===== config.mk =====
export PLATFORM = sky130hd
export DESIGN_NAME = best_fit_block_allocator
export DESIGN_NICKNAME = d
export VERILOG_FILES = /design/src/rtl/core/bfa_pkg.sv /design/src/rtl/core/bfa_dp.sv /design/src/rtl/core/bfa_ctrl.sv /design/src/rtl/core/best_fit_block_allocator.sv
export SDC_FILE = /design/constraint.sdc
export NUM_CORES = 1
export LEC_CHECK = 0
export BUFFER_PORTS_ARGS = -buffer_cell sky130_fd_sc_hd__buf_2
export CAP_MARGIN = 10
export CORE_UTILIZATION = 45
export DETAILED_ROUTE_END_ITERATION = 10
export SLEW_MARGIN = 25
export SYNTH_ARGS = -nofsm -noshare
export SYNTH_HDL_FRONTEND = slang
export SYNTH_SLANG_ARGS = --single-unit

===== constraint.sdc =====
create_clock -name clk -period 6.7 [get_ports clk]
set_input_delay 1.005 -clock clk [delete_from_list [all_inputs] [get_ports clk]]
set_output_delay 1.005 -clock clk [all_outputs]
set_load 0.03 [all_outputs]

===== src/rtl/core/bfa_pkg.sv =====
// Shared constants, command codes and control/status types of the block allocator.
package bfa_pkg;

	localparam int MEM_UNITS  = 64;
	localparam int MAX_BLOCKS = 32;
	localparam int UNIT_W     = $clog2(MEM_UNITS);
	localparam int LEN_W      = $clog2(MEM_UNITS + 1);
	localparam int IDX_W      = $clog2(MAX_BLOCKS);
	localparam int CNT_W      = $clog2(MAX_BLOCKS + 1);
	localparam int SLACK_W    = 3;
	localparam int SIZE_W     = 7;
	localparam int OP_W       = 2;
	localparam int STS_W      = 2;

	localparam logic [SLACK_W-1:0] SLACK_RESET = 3'd2;

	// operation codes
	localparam logic [OP_W-1:0] OP_ALLOC = 2'd0;
	localparam logic [OP_W-1:0] OP_FREE  = 2'd1;
	localparam logic [OP_W-1:0] OP_CLEAR = 2'd2;

	// result status codes
	localparam logic [STS_W-1:0] STS_DONE    = 2'd0;
	localparam logic [STS_W-1:0] STS_TOO_BIG = 2'd1;
	localparam logic [STS_W-1:0] STS_NO_FIT  = 2'd2;

	// datapath commands
	localparam int CMD_W = 5;
	localparam logic [CMD_W-1:0] CMD_NOP    = 5'd0;
	localparam logic [CMD_W-1:0] CMD_INIT   = 5'd1;
	localparam logic [CMD_W-1:0] CMD_LOAD   = 5'd2;
	localparam logic [CMD_W-1:0] CMD_DISP   = 5'd3;
	localparam logic [CMD_W-1:0] CMD_RD_IDX = 5'd4;
	localparam logic [CMD_W-1:0] CMD_A_CHK  = 5'd5;
	localparam logic [CMD_W-1:0] CMD_REM_RD = 5'd6;
	localparam logic [CMD_W-1:0] CMD_REM_WR = 5'd7;
	localparam logic [CMD_W-1:0] CMD_F_CM   = 5'd8;
	localparam logic [CMD_W-1:0] CMD_MERGE  = 5'd9;
	localparam logic [CMD_W-1:0] CMD_SEL1   = 5'd10;
	localparam logic [CMD_W-1:0] CMD_SEL2   = 5'd11;
	localparam logic [CMD_W-1:0] CMD_I_CHK  = 5'd12;
	localparam logic [CMD_W-1:0] CMD_S_SET  = 5'd13;
	localparam logic [CMD_W-1:0] CMD_S_RD   = 5'd14;
	localparam logic [CMD_W-1:0] CMD_S_WR   = 5'd15;
	localparam logic [CMD_W-1:0] CMD_S_PUT  = 5'd16;
	localparam logic [CMD_W-1:0] CMD_EMIT   = 5'd17;

	typedef struct packed {
		logic [CMD_W-1:0] code;
	} cmd_t;

	typedef struct packed {
		logic op_alloc;
		logic op_free;
		logic op_clear;
		logic big_req;
		logic tbl_empty;
		logic tbl_full;
		logic hit;
		logic whole;
		logic idx_last;
		logic free_ok;
		logic need_scan;
		logic lf;
		logic rf;
		logic rem_last;
		logic i_more;
		logic lt;
		logic sh_more;
	} sts_t;

	// bit mask of units st .. st+len-1, clipped to the memory
	function automatic logic [MEM_UNITS-1:0] range_mask(input logic [UNIT_W-1:0] st,
			input logic [LEN_W-1:0] len);
		logic [MEM_UNITS-1:0] m;
		logic [LEN_W:0] top;
		top = (LEN_W+1)'(st) + (LEN_W+1)'(len);
		for (int k = 0; k < MEM_UNITS; k++) begin
			m[k] = ((LEN_W+1)'(k) >= (LEN_W+1)'(st)) && ((LEN_W+1)'(k) < top);
		end
		return m;
	endfunction

endpackage


===== src/rtl/core/bfa_dp.sv =====
// Datapath of the block allocator: bitmap, free-block table memory, scan and shift registers.
module bfa_dp (
	input  logic                          clk,
	input  logic                          arst_n,
	input  bfa_pkg::cmd_t                 cmd,
	output bfa_pkg::sts_t                 sts,
	input  logic                          slack_units_we,
	input  logic [bfa_pkg::SLACK_W-1:0]   slack_units,
	input  logic [bfa_pkg::OP_W-1:0]      op,
	input  logic [bfa_pkg::SIZE_W-1:0]    size_units,
	input  logic [bfa_pkg::UNIT_W-1:0]    start_unit,
	output logic [bfa_pkg::STS_W-1:0]     status,
	output logic [bfa_pkg::UNIT_W-1:0]    grant_start,
	output logic [bfa_pkg::SIZE_W-1:0]    grant_units
);

	localparam int UW = bfa_pkg::UNIT_W;
	localparam int LW = bfa_pkg::LEN_W;
	localparam int IW = bfa_pkg::IDX_W;
	localparam int CW = bfa_pkg::CNT_W;
	localparam int SW = bfa_pkg::SIZE_W;

	// free-block table memory
	logic [UW-1:0] st_mem  [bfa_pkg::MAX_BLOCKS];
	logic [LW-1:0] len_mem [bfa_pkg::MAX_BLOCKS];

	logic [bfa_pkg::SLACK_W-1:0] slack_q;
	logic [bfa_pkg::OP_W-1:0]    op_q;
	logic [SW-1:0]               size_q;
	logic [UW-1:0]               s_q;
	logic [LW-1:0]               n_q;
	logic [bfa_pkg::MEM_UNITS-1:0] map_q;
	logic [CW-1:0]               cnt_q, idx_q, j_q;
	logic                        lf_q, rf_q;
	logic [IW-1:0]               li_q, ri_q;
	logic [UW-1:0]               lst_q, ms_q;
	logic [LW-1:0]               llen_q, rlen_q, ml_q;
	logic [UW-1:0]               rd_st_q;
	logic [LW-1:0]               rd_len_q;
	logic [bfa_pkg::STS_W-1:0]   res_sts_q;
	logic [UW-1:0]               res_gs_q;
	logic [LW-1:0]               res_gu_q;
	logic [bfa_pkg::STS_W-1:0]   out_sts_q;
	logic [UW-1:0]               out_gs_q;
	logic [LW-1:0]               out_gu_q;

	logic [LW-1:0] room, n_clip, end_u, left, gu;
	logic [bfa_pkg::MEM_UNITS-1:0] free_mask;
	logic          need_l, need_r, hit, whole;
	logic          we;
	logic [IW-1:0] wa, ra;
	logic [UW-1:0] wst;
	logic [LW-1:0] wlen;
	logic [CW-1:0] idx_inc, j_inc, j_dec;

	// input clipping and region checks
	always_comb begin
		room      = LW'(bfa_pkg::MEM_UNITS) - LW'(start_unit);
		n_clip    = (LW'(size_units) > room) ? room : LW'(size_units);
		end_u     = LW'(s_q) + n_q;
		free_mask = bfa_pkg::range_mask(s_q, n_q);
		need_l    = (s_q != '0) && !map_q[s_q - UW'(1)];
		need_r    = (end_u < LW'(bfa_pkg::MEM_UNITS)) && !map_q[end_u[UW-1:0]];
		hit       = LW'(rd_len_q) >= LW'(size_q);
		left      = rd_len_q - LW'(size_q);
		whole     = left <= LW'(slack_q);
		gu        = whole ? rd_len_q : LW'(size_q);
		idx_inc   = idx_q + CW'(1);
		j_inc     = j_q + CW'(1);
		j_dec     = j_q - CW'(1);
	end

	// status to the controller
	always_comb begin
		sts.op_alloc  = (op_q == bfa_pkg::OP_ALLOC);
		sts.op_free   = (op_q == bfa_pkg::OP_FREE);
		sts.op_clear  = (op_q == bfa_pkg::OP_CLEAR);
		sts.big_req   = size_q > SW'(bfa_pkg::MEM_UNITS);
		sts.tbl_empty = (cnt_q == '0);
		sts.tbl_full  = (cnt_q >= CW'(bfa_pkg::MAX_BLOCKS));
		sts.hit       = hit;
		sts.whole     = whole;
		sts.idx_last  = (idx_q + CW'(1)) >= cnt_q;
		sts.free_ok   = (n_q != '0) && ((map_q & free_mask) == free_mask);
		sts.need_scan = need_l || need_r;
		sts.lf        = lf_q;
		sts.rf        = rf_q;
		sts.rem_last  = (j_q + CW'(1)) >= cnt_q;
		sts.i_more    = idx_q < cnt_q;
		sts.lt        = rd_len_q < ml_q;
		sts.sh_more   = j_q > idx_q;
	end

	// table write and read ports
	always_comb begin
		we   = 1'b0;
		wa   = idx_q[IW-1:0];
		wst  = rd_st_q;
		wlen = rd_len_q;
		ra   = idx_q[IW-1:0];
		case (cmd.code)
			bfa_pkg::CMD_INIT: begin
				we   = 1'b1;
				wa   = '0;
				wst  = '0;
				wlen = LW'(bfa_pkg::MEM_UNITS);
			end
			bfa_pkg::CMD_A_CHK: begin
				we   = hit && !whole;
				wst  = rd_st_q + size_q[UW-1:0];
				wlen = left;
			end
			bfa_pkg::CMD_REM_RD: ra = j_inc[IW-1:0];
			bfa_pkg::CMD_REM_WR: begin
				we = 1'b1;
				wa = j_q[IW-1:0];
			end
			bfa_pkg::CMD_S_RD: ra = j_dec[IW-1:0];
			bfa_pkg::CMD_S_WR: begin
				we = 1'b1;
				wa = j_q[IW-1:0];
			end
			bfa_pkg::CMD_S_PUT: begin
				we   = 1'b1;
				wst  = ms_q;
				wlen = ml_q;
			end
			default: ;
		endcase
	end

	always_ff @(posedge clk) begin
		if (we) begin
			st_mem[wa]  <= wst;
			len_mem[wa] <= wlen;
		end
		rd_st_q  <= st_mem[ra];
		rd_len_q <= len_mem[ra];
	end

	// configuration register
	always_ff @(posedge clk or negedge arst_n) begin
		if (!arst_n) begin
			slack_q <= bfa_pkg::SLACK_RESET;
		end else if (slack_units_we) begin
			slack_q <= slack_units;
		end
	end

	// table count and bitmap
	always_ff @(posedge clk or negedge arst_n) begin
		if (!arst_n) begin
			cnt_q <= CW'(1);
			map_q <= '0;
		end else begin
			case (cmd.code)
				bfa_pkg::CMD_INIT: begin
					cnt_q <= CW'(1);
					map_q <= '0;
				end
				bfa_pkg::CMD_A_CHK: begin
					if (hit) begin
						map_q <= map_q | bfa_pkg::range_mask(rd_st_q, gu);
					end
				end
				bfa_pkg::CMD_REM_RD: begin
					if (sts.rem_last) begin
						cnt_q <= cnt_q - CW'(1);
					end
				end
				bfa_pkg::CMD_S_PUT: begin
					cnt_q <= cnt_q + CW'(1);
					map_q <= map_q & ~free_mask;
				end
				default: ;
			endcase
		end
	end

	// item registers, scan indexes, merge data and results
	always_ff @(posedge clk) begin
		case (cmd.code)
			bfa_pkg::CMD_LOAD: begin
				op_q      <= op;
				size_q    <= size_units;
				s_q       <= start_unit;
				n_q       <= n_clip;
				idx_q     <= '0;
				lf_q      <= 1'b0;
				rf_q      <= 1'b0;
				res_sts_q <= bfa_pkg::STS_DONE;
				res_gs_q  <= '0;
				res_gu_q  <= '0;
			end
			bfa_pkg::CMD_DISP: begin
				if (sts.op_alloc && sts.big_req) begin
					res_sts_q <= bfa_pkg::STS_TOO_BIG;
				end else if (sts.op_alloc && sts.tbl_empty) begin
					res_sts_q <= bfa_pkg::STS_NO_FIT;
				end
			end
			bfa_pkg::CMD_A_CHK: begin
				if (hit) begin
					res_gs_q <= rd_st_q;
					res_gu_q <= gu;
					j_q      <= idx_q;
				end else if (sts.idx_last) begin
					res_sts_q <= bfa_pkg::STS_NO_FIT;
				end else begin
					idx_q <= idx_inc;
				end
			end
			bfa_pkg::CMD_REM_WR: j_q <= j_inc;
			bfa_pkg::CMD_F_CM: begin
				if (need_l && !lf_q && (LW'(rd_st_q) + rd_len_q == LW'(s_q))) begin
					lf_q   <= 1'b1;
					li_q   <= idx_q[IW-1:0];
					lst_q  <= rd_st_q;
					llen_q <= rd_len_q;
				end
				if (need_r && !rf_q && (LW'(rd_st_q) == end_u)) begin
					rf_q   <= 1'b1;
					ri_q   <= idx_q[IW-1:0];
					rlen_q <= rd_len_q;
				end
				idx_q <= idx_inc;
			end
			bfa_pkg::CMD_MERGE: begin
				ms_q  <= lf_q ? lst_q : s_q;
				ml_q  <= n_q + (lf_q ? llen_q : '0) + (rf_q ? rlen_q : '0);
				idx_q <= '0;
			end
			bfa_pkg::CMD_SEL1: begin
				if (lf_q && rf_q) begin
					j_q <= CW'((li_q > ri_q) ? li_q : ri_q);
				end else begin
					j_q <= CW'(lf_q ? li_q : ri_q);
				end
			end
			bfa_pkg::CMD_SEL2: j_q <= CW'((li_q > ri_q) ? ri_q : li_q);
			bfa_pkg::CMD_I_CHK: begin
				if (sts.lt) begin
					idx_q <= idx_inc;
				end
			end
			bfa_pkg::CMD_S_SET: j_q <= cnt_q;
			bfa_pkg::CMD_S_WR: j_q <= j_dec;
			bfa_pkg::CMD_EMIT: begin
				out_sts_q <= res_sts_q;
				out_gs_q  <= res_gs_q;
				out_gu_q  <= res_gu_q;
			end
			default: ;
		endcase
	end

	assign status      = out_sts_q;
	assign grant_start = out_gs_q;
	assign grant_units = SW'(out_gu_q);

endmodule


===== src/rtl/core/bfa_ctrl.sv =====
// Controller state machine of the block allocator: sequences scans, shifts and result beats.
module bfa_ctrl (
	input  logic          clk,
	input  logic          arst_n,
	input  logic          in_valid,
	output logic          in_ready,
	output logic          out_valid,
	input  logic          out_ready,
	input  bfa_pkg::sts_t sts,
	output bfa_pkg::cmd_t cmd
);

	localparam logic [4:0] S_INIT   = 5'd0;
	localparam logic [4:0] S_IDLE   = 5'd1;
	localparam logic [4:0] S_DISP   = 5'd2;
	localparam logic [4:0] S_A_RD   = 5'd3;
	localparam logic [4:0] S_A_CHK  = 5'd4;
	localparam logic [4:0] S_REM_RD = 5'd5;
	localparam logic [4:0] S_REM_WR = 5'd6;
	localparam logic [4:0] S_F_RD   = 5'd7;
	localparam logic [4:0] S_F_CM   = 5'd8;
	localparam logic [4:0] S_F_DEC  = 5'd9;
	localparam logic [4:0] S_MERGE  = 5'd10;
	localparam logic [4:0] S_SEL1   = 5'd11;
	localparam logic [4:0] S_SEL2   = 5'd12;
	localparam logic [4:0] S_I_RD   = 5'd13;
	localparam logic [4:0] S_I_CHK  = 5'd14;
	localparam logic [4:0] S_SH_SET = 5'd15;
	localparam logic [4:0] S_SH_RD  = 5'd16;
	localparam logic [4:0] S_SH_WR  = 5'd17;
	localparam logic [4:0] S_SH_PUT = 5'd18;
	localparam logic [4:0] S_CLR    = 5'd19;
	localparam logic [4:0] S_FIN    = 5'd20;

	// what follows a removal: finish alloc, next removal, or insert
	localparam logic [1:0] PH_ALLOC = 2'd0;
	localparam logic [1:0] PH_REM1  = 2'd1;
	localparam logic [1:0] PH_REM2  = 2'd2;

	logic [4:0] state_q, state_d;
	logic [1:0] ph_q, ph_d;
	logic       out_valid_q;
	logic       emit;

	always_comb begin
		state_d  = state_q;
		ph_d     = ph_q;
		cmd.code = bfa_pkg::CMD_NOP;
		emit     = 1'b0;
		case (state_q)
			S_INIT: begin
				cmd.code = bfa_pkg::CMD_INIT;
				state_d  = S_IDLE;
			end
			S_IDLE: begin
				if (in_valid) begin
					cmd.code = bfa_pkg::CMD_LOAD;
					state_d  = S_DISP;
				end
			end
			S_DISP: begin
				cmd.code = bfa_pkg::CMD_DISP;
				if (sts.op_alloc) begin
					ph_d    = PH_ALLOC;
					state_d = (sts.big_req || sts.tbl_empty) ? S_FIN : S_A_RD;
				end else if (sts.op_free) begin
					if (!sts.free_ok) begin
						state_d = S_FIN;
					end else if (sts.need_scan && !sts.tbl_empty) begin
						state_d = S_F_RD;
					end else begin
						state_d = S_F_DEC;
					end
				end else if (sts.op_clear) begin
					state_d = S_CLR;
				end else begin
					state_d = S_FIN;
				end
			end
			// allocate: first-fit scan over the length-ordered table
			S_A_RD: begin
				cmd.code = bfa_pkg::CMD_RD_IDX;
				state_d  = S_A_CHK;
			end
			S_A_CHK: begin
				cmd.code = bfa_pkg::CMD_A_CHK;
				if (sts.hit) begin
					state_d = sts.whole ? S_REM_RD : S_FIN;
				end else begin
					state_d = sts.idx_last ? S_FIN : S_A_RD;
				end
			end
			// entry removal: shift the tail down one slot
			S_REM_RD: begin
				cmd.code = bfa_pkg::CMD_REM_RD;
				if (!sts.rem_last) begin
					state_d = S_REM_WR;
				end else if (ph_q == PH_ALLOC) begin
					state_d = S_FIN;
				end else if (ph_q == PH_REM1 && sts.lf && sts.rf) begin
					state_d = S_SEL2;
				end else begin
					state_d = S_I_RD;
				end
			end
			S_REM_WR: begin
				cmd.code = bfa_pkg::CMD_REM_WR;
				state_d  = S_REM_RD;
			end
			// free: look for left and right neighbors
			S_F_RD: begin
				cmd.code = bfa_pkg::CMD_RD_IDX;
				state_d  = S_F_CM;
			end
			S_F_CM: begin
				cmd.code = bfa_pkg::CMD_F_CM;
				state_d  = sts.idx_last ? S_F_DEC : S_F_RD;
			end
			S_F_DEC: begin
				if (!sts.lf && !sts.rf && sts.tbl_full) begin
					state_d = S_FIN;
				end else begin
					state_d = S_MERGE;
				end
			end
			S_MERGE: begin
				cmd.code = bfa_pkg::CMD_MERGE;
				state_d  = (sts.lf || sts.rf) ? S_SEL1 : S_I_RD;
			end
			S_SEL1: begin
				cmd.code = bfa_pkg::CMD_SEL1;
				ph_d     = PH_REM1;
				state_d  = S_REM_RD;
			end
			S_SEL2: begin
				cmd.code = bfa_pkg::CMD_SEL2;
				ph_d     = PH_REM2;
				state_d  = S_REM_RD;
			end
			// insert: find position by length, then shift the tail up
			S_I_RD: begin
				cmd.code = bfa_pkg::CMD_RD_IDX;
				state_d  = sts.i_more ? S_I_CHK : S_SH_SET;
			end
			S_I_CHK: begin
				cmd.code = bfa_pkg::CMD_I_CHK;
				state_d  = sts.lt ? S_I_RD : S_SH_SET;
			end
			S_SH_SET: begin
				cmd.code = bfa_pkg::CMD_S_SET;
				state_d  = S_SH_RD;
			end
			S_SH_RD: begin
				cmd.code = bfa_pkg::CMD_S_RD;
				state_d  = sts.sh_more ? S_SH_WR : S_SH_PUT;
			end
			S_SH_WR: begin
				cmd.code = bfa_pkg::CMD_S_WR;
				state_d  = S_SH_RD;
			end
			S_SH_PUT: begin
				cmd.code = bfa_pkg::CMD_S_PUT;
				state_d  = S_FIN;
			end
			S_CLR: begin
				cmd.code = bfa_pkg::CMD_INIT;
				state_d  = S_FIN;
			end
			// hand the result to the output register once it is free
			S_FIN: begin
				if (!out_valid_q || out_ready) begin
					cmd.code = bfa_pkg::CMD_EMIT;
					emit     = 1'b1;
					state_d  = S_IDLE;
				end
			end
			default: state_d = S_IDLE;
		endcase
	end

	always_ff @(posedge clk or negedge arst_n) begin
		if (!arst_n) begin
			state_q     <= S_INIT;
			ph_q        <= PH_ALLOC;
			out_valid_q <= 1'b0;
		end else begin
			state_q <= state_d;
			ph_q    <= ph_d;
			if (emit) begin
				out_valid_q <= 1'b1;
			end else if (out_ready) begin
				out_valid_q <= 1'b0;
			end
		end
	end

	assign in_ready  = (state_q == S_IDLE);
	assign out_valid = out_valid_q;

endmodule


===== src/rtl/core/best_fit_block_allocator.sv =====
// Top level of the best-fit block allocator over a 64-unit memory.
//
// Input channel (in_valid/in_ready) carries one beat per operation: op, size_units,
// start_unit. Output channel (out_valid/out_ready) returns one beat per operation:
// status, grant_start, grant_units. slack_units is written with slack_units_we; the user
// must write it only while the block is idle, as the block itself does not enforce it.
// One operation is in flight at a time; in_ready is high only when the sequencer is
// idle. Operation time is set by the free-block table memory, which has one read
// port: each table step reads an entry and then acts on it.
// A finished result waits in the output register; a new operation is accepted while
// it waits, and its own result holds until the receiver takes the earlier beat.
// Reset restores one free block covering all memory; after reset the sequencer writes
// that entry into the table in its init state, before the first beat is accepted.
module best_fit_block_allocator (
	input  logic                        clk,
	input  logic                        arst_n,
	input  logic                        slack_units_we,
	input  logic [bfa_pkg::SLACK_W-1:0] slack_units,
	input  logic                        in_valid,
	output logic                        in_ready,
	input  logic [bfa_pkg::OP_W-1:0]    op,
	input  logic [bfa_pkg::SIZE_W-1:0]  size_units,
	input  logic [bfa_pkg::UNIT_W-1:0]  start_unit,
	output logic                        out_valid,
	input  logic                        out_ready,
	output logic [bfa_pkg::STS_W-1:0]   status,
	output logic [bfa_pkg::UNIT_W-1:0]  grant_start,
	output logic [bfa_pkg::SIZE_W-1:0]  grant_units
);

	bfa_pkg::cmd_t cmd;
	bfa_pkg::sts_t sts;

	bfa_ctrl u_ctrl (
		.clk       (clk),
		.arst_n    (arst_n),
		.in_valid  (in_valid),
		.in_ready  (in_ready),
		.out_valid (out_valid),
		.out_ready (out_ready),
		.sts       (sts),
		.cmd       (cmd)
	);

	bfa_dp u_dp (
		.clk            (clk),
		.arst_n         (arst_n),
		.cmd            (cmd),
		.sts            (sts),
		.slack_units_we (slack_units_we),
		.slack_units    (slack_units),
		.op             (op),
		.size_units     (size_units),
		.start_unit     (start_unit),
		.status         (status),
		.grant_start    (grant_start),
		.grant_units    (grant_units)
	);

endmodule


==> flow_summary.html <==
<table>
<tr><th>Metric</th><th>Value</th></tr>
<tr><th colspan="2">Global route</th></tr>
<tr><td>Antenna violations before repair</td><td>4</td></tr>
<tr><td>Vias in the first global route</td><td>24,352</td></tr>
<tr><td>Global-route wire length before repair</td><td>164,000 µm</td></tr>
<tr><td>Leftover overflow at the end of global routing</td><td>0</td></tr>
<tr><td>Overall Global Routing Usage</td><td>30.2%</td></tr>
<tr><td>Largest net degree at the start of global routing</td><td>146</td></tr>
<tr><th colspan="2">Power and ir drop</th></tr>
<tr><td>Share of total power in the clock network</td><td>20.0%</td></tr>
<tr><td>Switching part of the total power</td><td>46.0%</td></tr>
<tr><td>Cell-internal power</td><td>10.8 mW</td></tr>
<tr><td>Cell area power density</td><td>546 nW/µm²</td></tr>
<tr><td>Maximum vdd drop</td><td>605 µV</td></tr>
<tr><td>Power consumption</td><td>20.0 mW</td></tr>
<tr><td>Switching pwr</td><td>9.20 mW</td></tr>
<tr><td>Proportion of power drawn by flip-flops and latches</td><td>30.2%</td></tr>
<tr><td>Leak pwr</td><td>13.2 nW</td></tr>
<tr><td>Logic gate share of total power</td><td>49.8%</td></tr>
<tr><th colspan="2">Yosys</th></tr>
<tr><td>Register bit total from synthesis</td><td>619</td></tr>
<tr><td>Post-synthesis average cell area</td><td>11.1 µm²</td></tr>
<tr><td>Mapped Area</td><td>32,500 µm²</td></tr>
<tr><td>Top-area cell type share of the netlist area</td><td>48.4%</td></tr>
<tr><td>Unique masters post-synth</td><td>90</td></tr>
<tr><td>Number of instances in the synthesized netlist</td><td>2,935</td></tr>
<tr><td>Predominant post-synthesis flop cell</td><td>edfxtp_1</td></tr>
<tr><td>Number of synthesized flops with an enable pin</td><td>525</td></tr>
<tr><td>Share of flip-flops with an asynchronous set or reset</td><td>13.1%</td></tr>
<tr><td>Yosys warns</td><td>0</td></tr>
<tr><td>Cell types with the largest area share after synthesis</td><td>edfxtp_1 (48%), dfrtp_1 (6.1%), nand2_1 (4.1%)</td></tr>
<tr><td>Share of the yosys chip area belonging to registers</td><td>55.5%</td></tr>
<tr><td>Syn_nets</td><td>3,064</td></tr>
<tr><td>Dominant cell type by area after synthesis</td><td>edfxtp_1</td></tr>
<tr><th colspan="2">Setup path</th></tr>
<tr><td>Highest net fanout along the worst path</td><td>9</td></tr>
<tr><td>Setup crit start kind</td><td>flip-flop</td></tr>
<tr><td>FF-to-FF Start</td><td>u_dp.rd_len_q[0]</td></tr>
<tr><td>Required time reported for the critical path endpoint</td><td>7.21 ns</td></tr>
<tr><td>Worst setup path startpoint</td><td>u_dp.rd_len_q[0]</td></tr>
<tr><td>Critical path class</td><td>flip-flop to flip-flop</td></tr>
<tr><td>Critical path capture point type</td><td>flip-flop</td></tr>
<tr><td>R2R setup slack</td><td>0.55 ns</td></tr>
<tr><td>Cells on worst reg2reg path</td><td>25</td></tr>
<tr><td>Endpoint of the most critical register-to-register path</td><td>u_dp.map_q[36]</td></tr>
<tr><td>Capture point of the critical path</td><td>u_dp.map_q[36]</td></tr>
<tr><td>Worst endpoint data arrival time</td><td>6.65 ns</td></tr>
<tr><th colspan="2">Timing</th></tr>
<tr><td>Portion of the clock cycle consumed by the worst path in the final layout</td><td>91.7%</td></tr>
<tr><td>Slew headroom</td><td>25.2%</td></tr>
<tr><td>Setup_tns</td><td>0 ns</td></tr>
<tr><td>Tmin final</td><td>6.15 ns</td></tr>
<tr><td>Worst clock skew</td><td>0.0439 ns</td></tr>
<tr><td>Number of failing hold endpoints at the final stage</td><td>0</td></tr>
<tr><td>Setup-violating endpoint count in the final report</td><td>0</td></tr>
<tr><td>Transition time of the tightest slew-check pin</td><td>1.12 ns</td></tr>
<tr><td>Setup repair after global routing missed its margin</td><td>false</td></tr>
<tr><td>Fmax</td><td>163 MHz</td></tr>
<tr><td>Count of pins over their slew limit</td><td>0</td></tr>
<tr><td>Setup slack after layout</td><td>0.553 ns</td></tr>
<tr><th colspan="2">Floorplanning</th></tr>
<tr><td>Starting density of the core</td><td>45.5%</td></tr>
<tr><td>Number of placement rows</td><td>98</td></tr>
<tr><td>Placeable core region</td><td>71,500 µm²</td></tr>
<tr><td>Horizontal extent of the die</td><td>271 µm</td></tr>
<tr><td>Full die area</td><td>73,400 µm²</td></tr>
<tr><td>Vertical extent of the die</td><td>271 µm</td></tr>
<tr><td>Io pins</td><td>40</td></tr>
<tr><th colspan="2">Run status</th></tr>
<tr><td>Outcome</td><td>complete, no violations</td></tr>
<tr><th colspan="2">Routing</th></tr>
<tr><td>DRC errors left</td><td>0</td></tr>
<tr><td>First-pass detailed-route iteration total</td><td>5</td></tr>
<tr><td>Remaining antenna violation count</td><td>0</td></tr>
<tr><td>Number of design-rule violations left by the first detailed-router iteration</td><td>2,625</td></tr>
<tr><td>Detailed Route WL</td><td>112,000 µm</td></tr>
<tr><td>Routed wire per std cell</td><td>28.2 µm</td></tr>
<tr><td>Number of vias per cell after detailed routing</td><td>6.36</td></tr>
<tr><td>Via count</td><td>25,241</td></tr>
<tr><th colspan="2">Placement</th></tr>
<tr><td>Total placed cells including tap cells</td><td>3,839</td></tr>
<tr><td>DP HPWL</td><td>76,200 µm</td></tr>
<tr><td>RD Place Congestion</td><td>1.03</td></tr>
<tr><td>Setup WS pre-CTS</td><td>0.604 ns</td></tr>
<tr><td>Number of port buffers</td><td>39</td></tr>
<tr><th colspan="2">Clocking</th></tr>
<tr><td>Root buffer cell</td><td>clkbuf_16</td></tr>
<tr><td>Clock tree from TritonCTS</td><td>yes</td></tr>
<tr><td>Post-cts repair resize count</td><td>0</td></tr>
<tr><td>Clock-pin transition on the worst setup and hold timing paths</td><td>0.06 ns</td></tr>
<tr><td>Number of clock sinks</td><td>619</td></tr>
<tr><td>Num CTS Buffers</td><td>70</td></tr>
<tr><td>Insertion delay of the later-clocked pin in the worst-skew pair</td><td>0.65 ns</td></tr>
<tr><td>Longest Clk Path Bufs</td><td>3</td></tr>
<tr><td>Number of H-tree branching levels</td><td>3</td></tr>
<tr><td>Hold buffers post-CTS</td><td>0</td></tr>
<tr><td>Post-CTS setup buffer count</td><td>0</td></tr>
<tr><th colspan="2">Flow run</th></tr>
<tr><td>Max cap viols</td><td>0</td></tr>
<tr><th colspan="2">Layout</th></tr>
<tr><td>Number of fillers in the final layout</td><td>6,321</td></tr>
<tr><td>Post-layout net count</td><td>3,091</td></tr>
<tr><td>Most common library cell in the layout ignoring fill and taps</td><td>edfxtp_1</td></tr>
<tr><td>Count of antenna diodes in the layout</td><td>0</td></tr>
<tr><td>Highest-count cells in the layout ignoring fill and taps</td><td>edfxtp_1 (525), nand2_1 (359), nor2_1 (191)</td></tr>
<tr><td>Fraction of final layout cells sized beyond drive strength 1</td><td>11.5%</td></tr>
<tr><td>Final non-filler cell total</td><td>3,968</td></tr>
<tr><td>Relative area change from synthesis to final layout</td><td>12.6%</td></tr>
<tr><th colspan="2">Worst hold path</th></tr>
<tr><td>Class of the tightest hold or removal check</td><td>primary input to asynchronous set/reset pin</td></tr>
</table>
==> layer usage <==
layer	global-route usage, %	part of all wire, %	wire (µm)	up-vias
li1	-	-	-	11218
met2	46.7	45	50500	1134
met5	0	0.026	29	-
met3	5.20	7.1	7930	282
met1	39.8	41	46100	12603
met4	18.3	6.7	7490	4
==> worst min path at each step <==
stage / from / endpoint / depth (start not counted)
after global routing: arst_n / u_dp.slack_q[2] / 1
after global placement: u_dp.res_gs_q[3] / u_dp.grant_start[3] / 0
final: arst_n / u_dp.slack_q[0] / 1
after CTS: arst_n / u_dp.slack_q[2] / 1
after floorplan: u_dp.res_gs_q[0] / u_dp.grant_start[0] / 0
after detailed placement: u_dp.res_gs_q[1] / u_dp.grant_start[1] / 0
==> sequential cells by signal (all words and copies together) (netlist names), 7 cells and up <==
register,flops
u_dp.len_mem,224
u_dp.map_q,64
u_dp.llen_q,7
u_dp.ml_q,7
u_dp.rlen_q,7
u_dp.grant_units,7
u_dp.st_mem,192
u_dp.size_q,7
u_dp.n_q,7
u_dp.rd_len_q,7
u_dp.res_gu_q,7
==> cell usage after synthesis (17+ instances only) <==
library cell  count
a22oi_1          18
o21ai_0         120
o31ai_1          18
and3_1           18
a211oi_1        172
dfrtp_1          79
nand2b_1         19
a21o_1           37
clkbuf_1        175
o311ai_0         17
xnor2_1          44
o211ai_1         31
mux2i_1          42
nand3_1          33
edfxtp_1        525
a21oi_1         162
nor3_1           56
mux4_2           26
o21a_1           18
ha_1             93
a31oi_1          75
nand2_1         359
nor2b_1          32
a311oi_1         56
inv_1            89
xor2_1           21
nor2_1          193
and2_1          128
==> power by group through the flow <==
stage	clock, mW	combinational (mW)	sequential (mW)
2_1_floorplan	0	6.19	5.81
5_1_grt	4.20	10.7	6.09
3_5_place_dp	0	9.79	6.10
4_1_cts	4.06	9.83	6.02
6_report	4.00	9.96	6.05
3_3_place_gp	0	9.72	6.09
==> cell families after synthesis <==
family | share of synthesized area (%)
simple gates | 13.3
compound gates | 18.1
flops | 55.5
buf+inv | 3.39
fa+ha+maj | 4.38
mux | 3.55
xor+xnor | 1.80
==> worst max-delay path: stages, from the launching register on <==
cell and delay, ns:
dfxtp_1 0.43, inv_1 0.09, ha_1 0.21, inv_1 0.07, fa_1 0.45, ha_1 0.31
nor2b_1 0.14, o21a_1 0.16, o21ai_0 0.17, o211ai_1 0.16, nor2_1 0.14, nand2_1 0.15
nand2_1 0.10, o21ai_0 0.13, ha_1 0.25, fa_1 0.44, a21o_1 0.19, a21oi_1 0.30
nor2b_1 0.08, o21ai_1 0.30, nor4b_1 0.11, mux2_2 0.30, a311oi_2 0.39, or2_2 0.31
nand2_1 0.27, o32ai_1 0.36
==> layout make-up <==
cell class              instances  area, µm²  share of cell area [%]
flip-flops and latches        619      18100                    49.3
clock buffers                  93       1880                    5.13
well taps                     950       1190                    3.24
inverters                      91        342                   0.932
repair buffers                152       1140                    3.11
clock inverters                35        546                    1.49
multi-input cells            2028      13500                    36.8
==> stage by stage <==
stage / util [%] / area [µm²] / hold slack [ns]
3_3_place_gp: 47.8 / 34200 / 0.405
3_5_place_dp: 47.8 / 34200 / 0.405
6_report: 51.2 / 36600 / 0.240
4_1_cts: 51.2 / 36600 / 0.221
5_1_grt: 51.2 / 36600 / 0.237
2_1_floorplan: - / 32500 / 0.400
No activity file was read; power rests on OpenSTA's default activity.
